==> config.mk <==
export PLATFORM = sky130hd
export DESIGN_NAME = qkad_ram
export DESIGN_NICKNAME = d
export VERILOG_FILES = /design/src/rtl/core/qkad_ram.sv
export SDC_FILE = /design/constraint.sdc
export NUM_CORES = 2
export LEC_CHECK = 0
export ABC_CLOCK_PERIOD_IN_PS = 6100
export BUFFER_PORTS_ARGS = -buffer_cell sky130_fd_sc_hd__clkbuf_2
export CORE_ASPECT_RATIO = 1.2
export CORE_MARGIN = 2
export CORE_UTILIZATION = 36
export CTS_CLUSTER_SIZE = 28
export DETAILED_ROUTE_END_ITERATION = 8
export HOLD_SLACK_MARGIN = 0.02
export SETUP_SLACK_MARGIN = 0.02
export SYNTH_ARGS = -nofsm -noshare
export SYNTH_HDL_FRONTEND = slang
export SYNTH_SLANG_ARGS = --single-unit
export TNS_END_PERCENT = 20
==> constraint.sdc <==
create_clock -name aclk -period 6.1 [get_ports aclk]
set_input_delay 0.915 -clock aclk [delete_from_list [all_inputs] [get_ports aclk]]
set_output_delay 0.915 -clock aclk [all_outputs]
set_load 0.02 [all_outputs]
==> src/rtl/core/qkad_ram.sv <==
// Generic single-write, single-read RAM with registered read data.
// No dependencies.
module qkad_ram #(
    parameter int WIDTH = 16,
    parameter int DEPTH = 128
) (
    input  logic                       aclk,
    input  logic                       wr_en,
    input  logic [$clog2(DEPTH)-1:0]   wr_addr,
    input  logic [WIDTH-1:0]           wr_data,
    input  logic                       rd_en,
    input  logic [$clog2(DEPTH)-1:0]   rd_addr,
    output logic [WIDTH-1:0]           rd_data
);

    logic [WIDTH-1:0] mem [DEPTH];

    always_ff @(posedge aclk) begin
        if (wr_en) begin
            mem[wr_addr] <= wr_data;
        end
        if (rd_en) begin
            rd_data <= mem[rd_addr];
        end
    end

endmodule

==> flow_summary_export.csv <==
group,metric,value,unit
run_status,status,"finished, final reports clean",
setup_path,path_max_fanout,43,
setup_path,crit_required,6660,ps
global_route,grt_max_degree,85,
synth,synth_edf_count,2064,
timing,min_period_over_period,58.55,%
timing,grt_setup_unrepaired,"no",
timing,report.final.setup_viol,0,
synth,ys_async_sr_fraction,0,%
global_route,grt-ovfl-total,0,
cells_and_area,multi_input_area,0.01622,sq mm
drt,vias_per_cell,5.477,
synth,syn-cell-area,0.07868,sq mm
global_route,gr-usage-met2,30.67,%
cells_and_area,area_delta_synth_final,13.85,%
placed_design,gp_congestion,0.8302,
floorplan,start_util,36.08,%
power_and_ir_drop,swShare,21.02,%
timing,final_hold_viol_count,0,
global_route,antenna_found_initial,15,
drt,route.detailed.drc,0,
power_and_ir_drop,power_frac_clock,39.4,%
placed_design,port_buffers,48,
setup_path,cp_cell_sequence,"buf_8 > buf_12 > buf_12 > mux4_2 > mux4_2 > mux4_2 > mux2_2",
setup_path,end_kind,"register",
synth,syn_inst,3086,
setup_path,critPathMaxStageDelay,670,ps
drt,dr_total_vias,34860,
clock_tree,cts_root_buffer,"clkbuf_16",
clock_tree,cts.sinks,2064,
power_and_ir_drop,intPower,22.40,mW
synth,synth_top_area_share,78.77,%
setup_path,critPathKind,"primary input to register",
global_route,grt_pass1_wl,275800,microns
timing,finalClockSkew,21.39,ps
synth,ys_seq_area_share,78.77,%
power_and_ir_drop,power_switching,5.961,mW
setup_path,path_common_cell,"mux4_2",
synth,synth.net_count,3119,
timing,slew_violations,0,
synth,synthTopCellsByCount,"edfxtp_1, mux4_2, nor2_1, clkbuf_1, buf_2",
cells_and_area,stdcell_count,6364,
cells_and_area,drive_above_1_share,35.74,%
timing,max_slew_margin,11.19,%
clock_tree,cts_buffers,182,
drt,first_iter_violations,3651,
timing,fmax,280.0,MHz
timing,worst_pin_slew,1327,ps
placed_design,dpl.cell_count,6026,
synth,avgSynthCellArea,25.50,sq um
timing,fin_crit,3572,ps
global_route,use_met3,2.145,%
clock_tree,clk_latency,810,ps
setup_path,worstPathBufferInverterCount,3,
timing,setup_tns,0,ps
synth,ys_warn_count,0,
synth,synthTopCellsByArea,"edfxtp_1, mux4_2, nor2_1",
cells_and_area,fillers,18490,
floorplan,die-area,0.2223,sq mm
global_route,grt_pass1_vias,35570,
placed_design,place_ws,1659,ps
floorplan,io_pins,49,
power_and_ir_drop,powerDensity,316.7,mW/mm^2
floorplan,dieHeight,516.1,microns
setup_path,critPathLaunchType,"primary input",
synth,synth.most_common_cell,"edfxtp_1",
synth,ys_ff_latch,2064,
drt,route.final.wire_length,196400,microns
drt,ant_nets,0,
timing,fin_ws,2528,ps
run,maxCapViolations,0,
clock_tree,htree_levels,4,
synth,synthDistinctLibCells,16,
floorplan,row_count,188,
clock_tree,cts.repair.resized,0,
clock_tree,cts_setup_buffers,0,
synth,synth.largest_area_cell,"edfxtp_1",
power_and_ir_drop,pwr-share-seq,55.4,%
clock_tree,cts_tree,"built",
setup_path,critPathArrivalTime,4130,ps
global_route,grt_use_total,17.62,%
clock_tree,clkTransAtPathRegs,60,ps
setup_path,cpMaxStageDelayCell,"mux4_2",
global_route,grt_util_met1,22.89,%
drt,dr.pass1.iters,5,
synth,synth_ff_type,"edfxtp_1",
cells_and_area,postLayoutCoreUtil,41.08,%
power_and_ir_drop,p_comb_share,5.2,%
setup_path,path_delay_family,"multiplexers",
global_route,busiest_layer,"met2",
clock_tree,cts_hold_buf,0,
floorplan,core_region_area,0.2181,sq mm
floorplan,dieWidth,430.8,microns
cells_and_area,seq_area,0.06198,sq mm
power_and_ir_drop,leakage,27.19,nW
drt,wl_per_cell,30.86,microns
cells_and_area,final_nets,3393,
clock_tree,cts_max_path_buffers,3,
placed_design,post-dp-hpwl,116000,microns
power_and_ir_drop,ir_worst_vdd,0.2281,mV
hold_path,hold_path.class,"primary input to register",
## metal layers
metal	up-vias	part of all wire, %
li1	14020	-
met1	19390	39
met2	1181	52
met3	261	5.2
met4	2	3.4
met5	-	0.0051
## power groups by stage
| stage | registers (mW) | clock network [mW] | logic, mW |
|---|---|---|---|
| global placement | 16.0 | 0 | 1.50 |
| CTS | 15.7 | 11.4 | 1.51 |
| global route | 15.7 | 11.9 | 1.55 |
| finish | 15.7 | 11.2 | 1.49 |
| floorplan | 16.0 | 0 | 0.767 |
| detailed placement | 16.0 | 0 | 1.51 |
## placed cells by master (no fill, tap or decap), types with 2 or more instances in the layout
cell type      n
buf_12        22
clkbuf_16    185
nor2_1        60
buf_4        200
buf_8          3
inv_6          9
bufinv_16     14
nand2b_1       2
nor2b_1        7
clkbuf_1      43
nor3_2         9
nand3_1       12
inv_16         2
edfxtp_1    2064
mux2_2        16
clkinv_1      43
clkinvlp_4     3
nand4_1        3
nand2_1       14
nor2_4         2
clkbuf_2      28
clkinv_2      25
mux4_2       672
nor2_2        60
diode_2       14
## kinds of logic after synthesis
group	Yosys count	share of synthesized area, %
buffers and inverters	164	0.8794
DFF	2064	78.77
muxes	688	19.46
and+or+nand+nor	170	0.8857
## flip-flops by register name, indices dropped and copies added, names as in the netlist
name     cells
mem       2048
rd_data     16
## worst paths after layout
kind	from	end	slack, ps	cells after the start
max reg2reg	mem[16][9]	rd_data[9]	3410	4
min	wr_data[11]	mem[62][11]	600	1
min reg2reg	mem[78][0]	rd_data[0]	1210	4
max	rd_addr[0]	rd_data[9]	2530	7
## area by class of cell
cell class              instances  share of cell area [%]
well taps                    2850                   3.981
repair buffers                254                   2.387
diodes                         14                 0.03911
multi-input cells             858                   18.11
clock buffers                 228                   5.348
flip-flops and latches       2064                   69.19
clock inverters                96                  0.9470
## stage by stage
step	power, mW	instance area, sq um	hold slack (ps)
finish	28.37	89580	599.5
global route	29.12	89550	585.4
detailed placement	17.54	83910	1213
floorplan	16.77	78680	1014
CTS	28.60	89540	548.6
global placement	17.52	83910	1209
(Power assumes the default switching activity.)
